`src/rtl/drd_pkg.sv`:
```
package drd_pkg;

    localparam int VALUE_W           = 24;
    localparam int BOX_W             = VALUE_W - 1;
    localparam int CLASS_W           = 8;
    localparam int THR_W             = 13;
    localparam int NCLS_W            = 8;
    localparam int CFG_W             = 13;
    localparam int CFG_IDX_W         = 1;
    localparam int DEF_FRACTION_BITS = 12;
    localparam int DEF_MAX_CLASSES   = 255;
    localparam int QUEUE_DEPTH       = 4;

    localparam logic [THR_W-1:0]  RST_SCORE_FLOOR = THR_W'(1024);
    localparam logic [NCLS_W-1:0] RST_CLASS_COUNT = NCLS_W'(80);

    typedef enum logic [CFG_IDX_W-1:0] {
        CFG_SCORE_FLOOR = 1'b0,
        CFG_CLASS_COUNT = 1'b1
    } t_cfg_idx;

    typedef struct packed {
        logic signed [VALUE_W-1:0] value;
        logic                      frame_start;
    } t_in_item;

    typedef struct packed {
        logic signed [VALUE_W-1:0] left_x;
        logic signed [VALUE_W-1:0] top_y;
        logic        [BOX_W-1:0]   box_width;
        logic        [BOX_W-1:0]   box_height;
        logic        [CLASS_W-1:0] class_id;
        logic signed [VALUE_W-1:0] confidence;
    } t_out_item;

    // One finished record that passed the objectness and size checks.
    typedef struct packed {
        logic signed [VALUE_W-1:0] centre_x;
        logic signed [VALUE_W-1:0] centre_y;
        logic signed [VALUE_W-1:0] width;
        logic signed [VALUE_W-1:0] height;
        logic signed [VALUE_W-1:0] objectness;
        logic signed [VALUE_W-1:0] best_score;
        logic        [CLASS_W-1:0] best_index;
    } t_rec;

    typedef struct packed {
        logic full;
        logic empty;
    } t_q_stat;

endpackage

```
`src/rtl/drd_front.sv`:
```
module drd_front
    import drd_pkg::*;
#(
    parameter int MAX_CLASSES = DEF_MAX_CLASSES
) (
    input  logic               i_clk,
    input  logic               i_rst_n,
    input  logic               i_in_valid,
    input  t_in_item           i_in_data,
    input  logic [THR_W-1:0]   i_score_floor,
    input  logic [NCLS_W-1:0]  i_class_count,
    input  t_q_stat            i_q_stat,
    output logic               o_in_stall,
    output logic               o_push,
    output t_rec               o_push_rec
);

    localparam int POS_W = $clog2(MAX_CLASSES + 6);
    localparam int NC_W  = (POS_W > NCLS_W) ? POS_W : NCLS_W;

    logic [POS_W-1:0]          r_pos, n_pos;
    logic signed [VALUE_W-1:0] r_cx, n_cx;
    logic signed [VALUE_W-1:0] r_cy, n_cy;
    logic signed [VALUE_W-1:0] r_w, n_w;
    logic signed [VALUE_W-1:0] r_h, n_h;
    logic signed [VALUE_W-1:0] r_obj, n_obj;
    logic signed [VALUE_W-1:0] r_best, n_best;
    logic [CLASS_W-1:0]        r_idx, n_idx;

    logic                      accept;
    logic [NC_W-1:0]           nc_eff;
    logic [POS_W-1:0]          last_pos;
    logic [POS_W-1:0]          pos;
    logic [NC_W-1:0]           class_off;
    logic                      rec_end;
    logic                      box_ok;
    logic signed [VALUE_W-1:0] thr_s;

    assign o_in_stall = i_q_stat.full;
    assign accept     = i_in_valid && !i_q_stat.full;
    assign thr_s      = $signed({{(VALUE_W-THR_W){1'b0}}, i_score_floor});

    always_comb begin
        nc_eff = NC_W'(i_class_count);
        if (nc_eff == '0) begin
            nc_eff = NC_W'(1);
        end else if (nc_eff > NC_W'(MAX_CLASSES)) begin
            nc_eff = NC_W'(MAX_CLASSES);
        end
    end

    assign last_pos  = POS_W'(nc_eff) + POS_W'(4);
    assign pos       = i_in_data.frame_start ? '0 : r_pos;
    assign class_off = NC_W'(pos) - NC_W'(5);
    assign rec_end   = (pos >= last_pos);

    always_comb begin
        n_cx   = r_cx;
        n_cy   = r_cy;
        n_w    = r_w;
        n_h    = r_h;
        n_obj  = r_obj;
        n_best = r_best;
        n_idx  = r_idx;
        n_pos  = r_pos;
        if (accept) begin
            if (pos == POS_W'(0)) begin
                n_cx = i_in_data.value;
            end else if (pos == POS_W'(1)) begin
                n_cy = i_in_data.value;
            end else if (pos == POS_W'(2)) begin
                n_w = i_in_data.value;
            end else if (pos == POS_W'(3)) begin
                n_h = i_in_data.value;
            end else if (pos == POS_W'(4)) begin
                n_obj = i_in_data.value;
            end else if (pos == POS_W'(5)) begin
                // first class score loads unconditionally
                n_best = i_in_data.value;
                n_idx  = '0;
            end else if (i_in_data.value > r_best) begin
                n_best = i_in_data.value;
                n_idx  = class_off[CLASS_W-1:0];
            end
            n_pos = rec_end ? '0 : pos + POS_W'(1);
        end
    end

    assign box_ok = (r_obj >= thr_s) && (r_w > 0) && (r_h > 0);
    assign o_push = accept && rec_end && box_ok;

    always_comb begin
        o_push_rec.centre_x   = r_cx;
        o_push_rec.centre_y   = r_cy;
        o_push_rec.width      = r_w;
        o_push_rec.height     = r_h;
        o_push_rec.objectness = r_obj;
        o_push_rec.best_score = n_best;
        o_push_rec.best_index = n_idx;
    end

    always_ff @(posedge i_clk) begin
        if (!i_rst_n) begin
            r_pos  <= '0;
            r_cx   <= '0;
            r_cy   <= '0;
            r_w    <= '0;
            r_h    <= '0;
            r_obj  <= '0;
            r_best <= {1'b1, {(VALUE_W-1){1'b0}}};
            r_idx  <= '0;
        end else begin
            r_pos  <= n_pos;
            r_cx   <= n_cx;
            r_cy   <= n_cy;
            r_w    <= n_w;
            r_h    <= n_h;
            r_obj  <= n_obj;
            r_best <= n_best;
            r_idx  <= n_idx;
        end
    end

endmodule

```
`src/rtl/drd_queue.sv`:
```
module drd_queue
    import drd_pkg::*;
(
    input  logic    i_clk,
    input  logic    i_rst_n,
    input  logic    i_push,
    input  t_rec    i_push_rec,
    input  logic    i_pop,
    output t_rec    o_head,
    output t_q_stat o_stat
);

    localparam int PTR_W = $clog2(QUEUE_DEPTH);
    localparam int CNT_W = $clog2(QUEUE_DEPTH + 1);

    t_rec             r_mem [QUEUE_DEPTH];
    logic [PTR_W-1:0] r_wr, n_wr;
    logic [PTR_W-1:0] r_rd, n_rd;
    logic [CNT_W-1:0] r_cnt, n_cnt;
    logic             do_push;
    logic             do_pop;

    assign o_stat.full  = (r_cnt == CNT_W'(QUEUE_DEPTH));
    assign o_stat.empty = (r_cnt == '0);
    assign do_push      = i_push && !o_stat.full;
    assign do_pop       = i_pop && !o_stat.empty;
    assign o_head       = r_mem[r_rd];

    always_comb begin
        n_wr  = r_wr;
        n_rd  = r_rd;
        n_cnt = r_cnt;
        if (do_push) begin
            n_wr = (r_wr == PTR_W'(QUEUE_DEPTH - 1)) ? '0 : r_wr + PTR_W'(1);
        end
        if (do_pop) begin
            n_rd = (r_rd == PTR_W'(QUEUE_DEPTH - 1)) ? '0 : r_rd + PTR_W'(1);
        end
        if (do_push && !do_pop) begin
            n_cnt = r_cnt + CNT_W'(1);
        end else if (do_pop && !do_push) begin
            n_cnt = r_cnt - CNT_W'(1);
        end
    end

    always_ff @(posedge i_clk) begin
        if (do_push) begin
            r_mem[r_wr] <= i_push_rec;
        end
    end

    always_ff @(posedge i_clk) begin
        if (!i_rst_n) begin
            r_wr  <= '0;
            r_rd  <= '0;
            r_cnt <= '0;
        end else begin
            r_wr  <= n_wr;
            r_rd  <= n_rd;
            r_cnt <= n_cnt;
        end
    end

endmodule

```
`src/rtl/drd_back.sv`:
```
module drd_back
    import drd_pkg::*;
#(
    parameter int FRACTION_BITS = DEF_FRACTION_BITS
) (
    input  logic             i_clk,
    input  logic             i_rst_n,
    input  t_rec             i_head,
    input  t_q_stat          i_q_stat,
    input  logic [THR_W-1:0] i_score_floor,
    input  logic             i_out_stall,
    output logic             o_pop,
    output logic             o_out_valid,
    output t_out_item        o_out_data
);

    localparam int PROD_W = 2 * VALUE_W;

    localparam logic signed [VALUE_W-1:0] V_MAX = {1'b0, {(VALUE_W-1){1'b1}}};
    localparam logic signed [VALUE_W-1:0] V_MIN = {1'b1, {(VALUE_W-1){1'b0}}};

    // stage A: product and box edges
    logic                      r_a_valid;
    logic signed [PROD_W-1:0]  r_a_prod;
    logic signed [VALUE_W-1:0] r_a_left;
    logic signed [VALUE_W-1:0] r_a_top;
    logic [BOX_W-1:0]          r_a_w;
    logic [BOX_W-1:0]          r_a_h;
    logic [CLASS_W-1:0]        r_a_idx;

    logic                      r_out_valid;
    t_out_item                 r_out;

    logic                      out_free;
    logic                      a_free;
    logic signed [PROD_W-1:0]  prod;
    logic signed [VALUE_W-1:0] left_sat;
    logic signed [VALUE_W-1:0] top_sat;
    logic signed [PROD_W-1:0]  shifted;
    logic signed [VALUE_W-1:0] conf;
    logic                      conf_ok;

    function automatic logic signed [VALUE_W-1:0] edge_sat(
        input logic signed [VALUE_W-1:0] c,
        input logic signed [VALUE_W-1:0] s
    );
        logic signed [VALUE_W:0] d;
        d = {c[VALUE_W-1], c} - {s[VALUE_W-1], s >>> 1};
        if (d[VALUE_W] != d[VALUE_W-1]) begin
            edge_sat = d[VALUE_W] ? V_MIN : V_MAX;
        end else begin
            edge_sat = d[VALUE_W-1:0];
        end
    endfunction

    assign out_free = !r_out_valid || !i_out_stall;
    assign a_free   = !r_a_valid || out_free;
    assign o_pop    = a_free && !i_q_stat.empty;

    assign prod     = i_head.objectness * i_head.best_score;
    assign left_sat = edge_sat(i_head.centre_x, i_head.width);
    assign top_sat  = edge_sat(i_head.centre_y, i_head.height);

    // floor shift, then clamp to the value range
    assign shifted = r_a_prod >>> FRACTION_BITS;
    always_comb begin
        if (&shifted[PROD_W-1:VALUE_W-1] || !(|shifted[PROD_W-1:VALUE_W-1])) begin
            conf = shifted[VALUE_W-1:0];
        end else begin
            conf = shifted[PROD_W-1] ? V_MIN : V_MAX;
        end
    end
    assign conf_ok = conf >= $signed({{(VALUE_W-THR_W){1'b0}}, i_score_floor});

    always_ff @(posedge i_clk) begin
        if (o_pop) begin
            r_a_prod <= prod;
            r_a_left <= left_sat;
            r_a_top  <= top_sat;
            r_a_w    <= i_head.width[BOX_W-1:0];
            r_a_h    <= i_head.height[BOX_W-1:0];
            r_a_idx  <= i_head.best_index;
        end
        if (r_a_valid && out_free) begin
            r_out.left_x     <= r_a_left;
            r_out.top_y      <= r_a_top;
            r_out.box_width  <= r_a_w;
            r_out.box_height <= r_a_h;
            r_out.class_id   <= r_a_idx;
            r_out.confidence <= conf;
        end
    end

    always_ff @(posedge i_clk) begin
        if (!i_rst_n) begin
            r_a_valid   <= 1'b0;
            r_out_valid <= 1'b0;
        end else begin
            if (a_free) begin
                r_a_valid <= !i_q_stat.empty;
            end
            if (out_free) begin
                r_out_valid <= r_a_valid && conf_ok;
            end
        end
    end

    assign o_out_valid = r_out_valid;
    assign o_out_data  = r_out;

endmodule

```
`src/rtl/detection_record_decoder_top.sv`:
```
// Detection record decoder. Takes one detector output value per transfer; each record is
// centre x, centre y, width, height, objectness and then the configured number of class
// scores, and a frame_start value restarts the record at centre x. The front end tracks the
// record position and a running argmax over the class scores at one value per cycle; at the
// last score a record with objectness at or above the score floor and positive width and
// height enters a four-entry queue. The back end multiplies objectness by the best score,
// floors and saturates the product, and delivers a corner box when the confidence also
// clears the floor. Input is taken every cycle unless the queue is full; a result passes from
// the queue through stage A to the output register, and one result per cycle can leave the
// output register while the output is not stalled. Configuration may be written only while no
// record is in flight.
module detection_record_decoder_top
    import drd_pkg::*;
#(
    parameter int FRACTION_BITS = DEF_FRACTION_BITS,
    parameter int MAX_CLASSES   = DEF_MAX_CLASSES
) (
    input  logic                 i_clk,
    input  logic                 i_rst_n,
    input  logic                 i_in_valid,
    input  t_in_item             i_in_data,
    output logic                 o_in_stall,
    output logic                 o_out_valid,
    output t_out_item            o_out_data,
    input  logic                 i_out_stall,
    input  logic                 i_cfg_we,
    input  logic [CFG_IDX_W-1:0] i_cfg_index,
    input  logic [CFG_W-1:0]     i_cfg_data
);

    logic [THR_W-1:0]  r_score_floor;
    logic [NCLS_W-1:0] r_class_count;

    t_q_stat q_stat;
    t_rec    push_rec;
    t_rec    head;
    logic    push;
    logic    pop;

    always_ff @(posedge i_clk) begin
        if (!i_rst_n) begin
            r_score_floor <= RST_SCORE_FLOOR;
            r_class_count <= RST_CLASS_COUNT;
        end else if (i_cfg_we) begin
            unique case (t_cfg_idx'(i_cfg_index))
                CFG_SCORE_FLOOR: r_score_floor <= i_cfg_data[THR_W-1:0];
                CFG_CLASS_COUNT: r_class_count <= i_cfg_data[NCLS_W-1:0];
            endcase
        end
    end

    drd_front #(
        .MAX_CLASSES(MAX_CLASSES)
    ) u_front (
        .i_clk        (i_clk),
        .i_rst_n      (i_rst_n),
        .i_in_valid   (i_in_valid),
        .i_in_data    (i_in_data),
        .i_score_floor(r_score_floor),
        .i_class_count(r_class_count),
        .i_q_stat     (q_stat),
        .o_in_stall   (o_in_stall),
        .o_push       (push),
        .o_push_rec   (push_rec)
    );

    drd_queue u_queue (
        .i_clk     (i_clk),
        .i_rst_n   (i_rst_n),
        .i_push    (push),
        .i_push_rec(push_rec),
        .i_pop     (pop),
        .o_head    (head),
        .o_stat    (q_stat)
    );

    drd_back #(
        .FRACTION_BITS(FRACTION_BITS)
    ) u_back (
        .i_clk        (i_clk),
        .i_rst_n      (i_rst_n),
        .i_head       (head),
        .i_q_stat     (q_stat),
        .i_score_floor(r_score_floor),
        .i_out_stall  (i_out_stall),
        .o_pop        (pop),
        .o_out_valid  (o_out_valid),
        .o_out_data   (o_out_data)
    );

endmodule

```
`config.mk`:
```
export PLATFORM = sky130hd
export DESIGN_NAME = detection_record_decoder_top
export DESIGN_NICKNAME = d
export VERILOG_FILES = /design/src/rtl/drd_pkg.sv /design/src/rtl/drd_front.sv /design/src/rtl/drd_queue.sv /design/src/rtl/drd_back.sv /design/src/rtl/detection_record_decoder_top.sv
export SDC_FILE = /design/constraint.sdc
export NUM_CORES = 2
export LEC_CHECK = 0
export ABC_AREA = 1
export ABC_CLOCK_PERIOD_IN_PS = 33600
export BUFFER_PORTS_ARGS = -buffer_cell sky130_fd_sc_hd__buf_2
export CAP_MARGIN = 20
export CORE_MARGIN = 5
export CORE_UTILIZATION = 60
export CTS_CLUSTER_SIZE = 16
export DETAILED_ROUTE_END_ITERATION = 7
export PLACE_DENSITY = 0.88
export SETUP_SLACK_MARGIN = 0.2
export SLEW_MARGIN = 20
export SYNTH_ARGS = -nofsm -noshare
export SYNTH_HDL_FRONTEND = slang
export SYNTH_SLANG_ARGS = --single-unit
```
`constraint.sdc`:
```
create_clock -name i_clk -period 33.6 [get_ports i_clk]
set_input_delay 8.4 -clock i_clk [delete_from_list [all_inputs] [get_ports i_clk]]
set_output_delay 8.4 -clock i_clk [all_outputs]
set_load 0.01 [all_outputs]
```
==> qor.yml <==
status: "finished, final reports clean"
synthArstFlopShare_pct: 0
syn-num-nets: 7000
rsz0062_at_grt: "false"
ctsHoldBuffers: 0
yosysSeqAreaShare_pct: 46.89
synth_cell_types: 56
crit_start: "i_in_data[0]"
htree_levels: 3
cts_tree: "done"
cp-start-kind: "input port"
synth-main-ff-cell: "edfxtp_1"
io_pins: 172
cts.clk_slew.worst_paths_ps: 60
cts.sinks: 1065
r2r_setup_slack_ps: 22530
antenna_left: 0
die_h_um: 336.8
numPortBuffers: 171
grt_use_total_pct: 32.34
fmax_ghz: 0.08099
netlist_instances: 6097
ys_ff_latch: 1065
antenna_found_initial: 10
grt_pass1_vias: 47940
grt_pass1_wl_um: 279800
rr_endpoint: "u_back.r_a_prod[46]"
wl_per_cell_um: 23.87
worst_slew_pin_slew_ps: 1127
syn2layout_area_growth_pct: 8.724
tns_ps: 0
critical_path.endpoint: "u_queue.r_mem[0][98]"
cts_setup_buffers: 0
start_util_pct: 60.62
viasPerCell: 6.136
hold_viol: 0
fin_crit_sh_pct: 36.75
setup_viol: 0
drc_errors: 0
fin_skew_ps: 41.31
holdCritPathClass: "reg2reg"
finalCriticalPeriod_ps: 12350
path_max_fanout: 66
syn_area_um2: 64080
numCtsBuffers: 98
vias: 47020
die_w_um: 336.8
final_nets: 7086
dp_hpwl_um: 125200
crit_required_ps: 33870
clock_latency_ps: 680
clock_tree.root_cell: "clkbuf_16"
path_class: "in2reg"
ctsResizeCount: 0
yosysWarningCount: 0
critPathArrivalTime_ps: 12620
drive_gt1_share_pct: 7.533
routed_wl_um: 182900
slew_violations: 0
synth-edff-count: 872
rr_worst_depth: 27
end_kind: "flop"
cts_buffer_depth: 3
slew_headroom_pct: 24.84
gp_congestion: 1.033
maxCapViolCount: 0
num_rows: 119
fp.coreArea_um2: 105700
die_area_um2: 113400
grt_overflow_total: 0
dr.pass1.iters: 7
first_iter_violations: 6710
syn_avg_cell_area_um2: 10.51
grt_max_degree: 153
[how the worst min path moves through the flow]
| stage | from | end | cells after the start |
|---|---|---|---|
| 6_report | u_back.r_a_left[13] | u_back.o_out_data[115] | 0 |
| 3_5_place_dp | u_back.r_a_w[9] | u_back.o_out_data[64] | 0 |
| 3_3_place_gp | u_back.r_a_w[13] | u_back.o_out_data[68] | 0 |
| 4_1_cts | u_back.r_a_h[19] | u_back.o_out_data[51] | 0 |
| 5_1_grt | u_back.r_a_h[19] | u_back.o_out_data[51] | 0 |
| 2_1_floorplan | u_back.r_a_top[22] | u_back.o_out_data[100] | 0 |
[logic make-up (layout without fill, tap and decap cells)]
logic type	Yosys count	count (layout)	share of synthesized area (%)
simple gates	1908	1908	11.95
buf+inv	1214	1383	7.415
flops	1065	1065	46.89
compound gates	964	964	8.644
fa+ha+maj	859	859	23.91
xor+xnor	87	87	1.189
other cells	0	6	0
[sequential cells by signal, summed over array words and instances (netlist names), 13 cells and up, named ones only]
signal             cells
u_queue.r_mem        608
u_back.o_out_data    126
u_back.r_a_prod       36
u_back.r_a_left       24
u_back.r_a_top        24
u_front.r_best        24
u_front.r_cx          24
u_front.r_cy          24
u_front.r_h           24
u_front.r_obj         24
u_front.r_w           24
u_back.r_a_h          23
u_back.r_a_w          23
r_score_floor         13
[synthesized netlist by cell type, types with 5 or more instances]
cell type / count / area [um^2]
inv_1: 928 / 3483
o211ai_1: 5 / 37.54
clkinv_1: 8 / 30.03
a31oi_1: 11 / 68.82
nand3b_1: 10 / 75.07
o21bai_1: 19 / 142.6
nor4_1: 18 / 112.6
nor3_1: 28 / 140.1
nand2_4: 5 / 56.30
nand2_1: 1084 / 4069
buf_2: 58 / 290.3
ha_1: 250 / 3128
o21ai_1: 29 / 145.1
inv_2: 27 / 101.4
a32oi_1: 78 / 683.2
buf_4: 9 / 67.56
clkbuf_1: 147 / 551.8
a21oi_1: 379 / 1897
nand3_1: 109 / 545.5
a32oi_2: 10 / 162.7
a21o_1: 17 / 127.6
o21ai_0: 320 / 1602
fa_1: 609 / 12190
dfxtp_1: 193 / 3864
o22ai_1: 56 / 350.3
nor2_1: 602 / 2260
xor2_1: 55 / 481.7
buf_1: 23 / 86.33
o21a_1: 11 / 82.58
xnor2_1: 32 / 280.3
buf_6: 11 / 123.9
nand4_1: 23 / 143.9
nand2_2: 5 / 31.28
a211oi_1: 10 / 75.07
edfxtp_1: 872 / 26190
[stage by stage]
stage / hold WS (ps) / instances / util (%) / instance area, um^2 / setup slack (ps)
finish: 417.7 / 7663 / 65.91 / 69670 / 21250
global route: 421.1 / 7657 / 65.89 / 69660 / 21010
CTS: 415.3 / 7657 / 65.89 / 69660 / 21330
detailed placement: 404.5 / 7474 / 62.57 / 66140 / 20670
global placement: 400.3 / 7474 / 62.57 / 66140 / 20680
floorplan: 400.3 / 6097 / - / 64080 / 16650
[layout by cell type, fill, tap and decap left out, drive strengths merged, types with 112 or more instances in the layout]
cell	n
a21oi	379
buf	235
clkbuf	135
dfxtp	193
edfxtp	872
fa	609
ha	250
inv	961
nand2	1094
nand3	112
nor2	609
o21ai	351
[metal layers]
metal	part of all wire (%)	global-route usage (%)	routed length (um)	vias to the layer above
met4	6.8	17.99	12470	10
li1	-	-	-	20070
met3	13	9.765	23860	849
met1	35	41.72	64570	22670
met5	0.035	0.1252	64	-
met2	45	49.53	81940	3413
[cell type report]
cell class | count | area (um^2)
Inverter | 965 | 3645
Sequential cell | 1065 | 30050
Fill cell | 7314 | 36040
Multi-Input combinational cell | 3818 | 29340
Tap cell | 1391 | 1740
Clock inverter | 48 | 740.7
Antenna cell | 6 | 15.01
Timing Repair Buffer | 235 | 1364
Clock buffer | 135 | 2774
[critical path, stage by stage]
cell      delay (ps)
buf_2            330
inv_4             60
nand2_1          220
inv_1            130
ha_1             330
nand2_1           70
nor2_1           130
nand3b_1          80
nand4_1          130
clkinv_1         290
nor2_1           190
nand2_1          300
nor2_4           920
buf_4            920
Power is not shown: default switching activity piles up to over one toggle a cycle in this logic, so the estimate is an artifact.
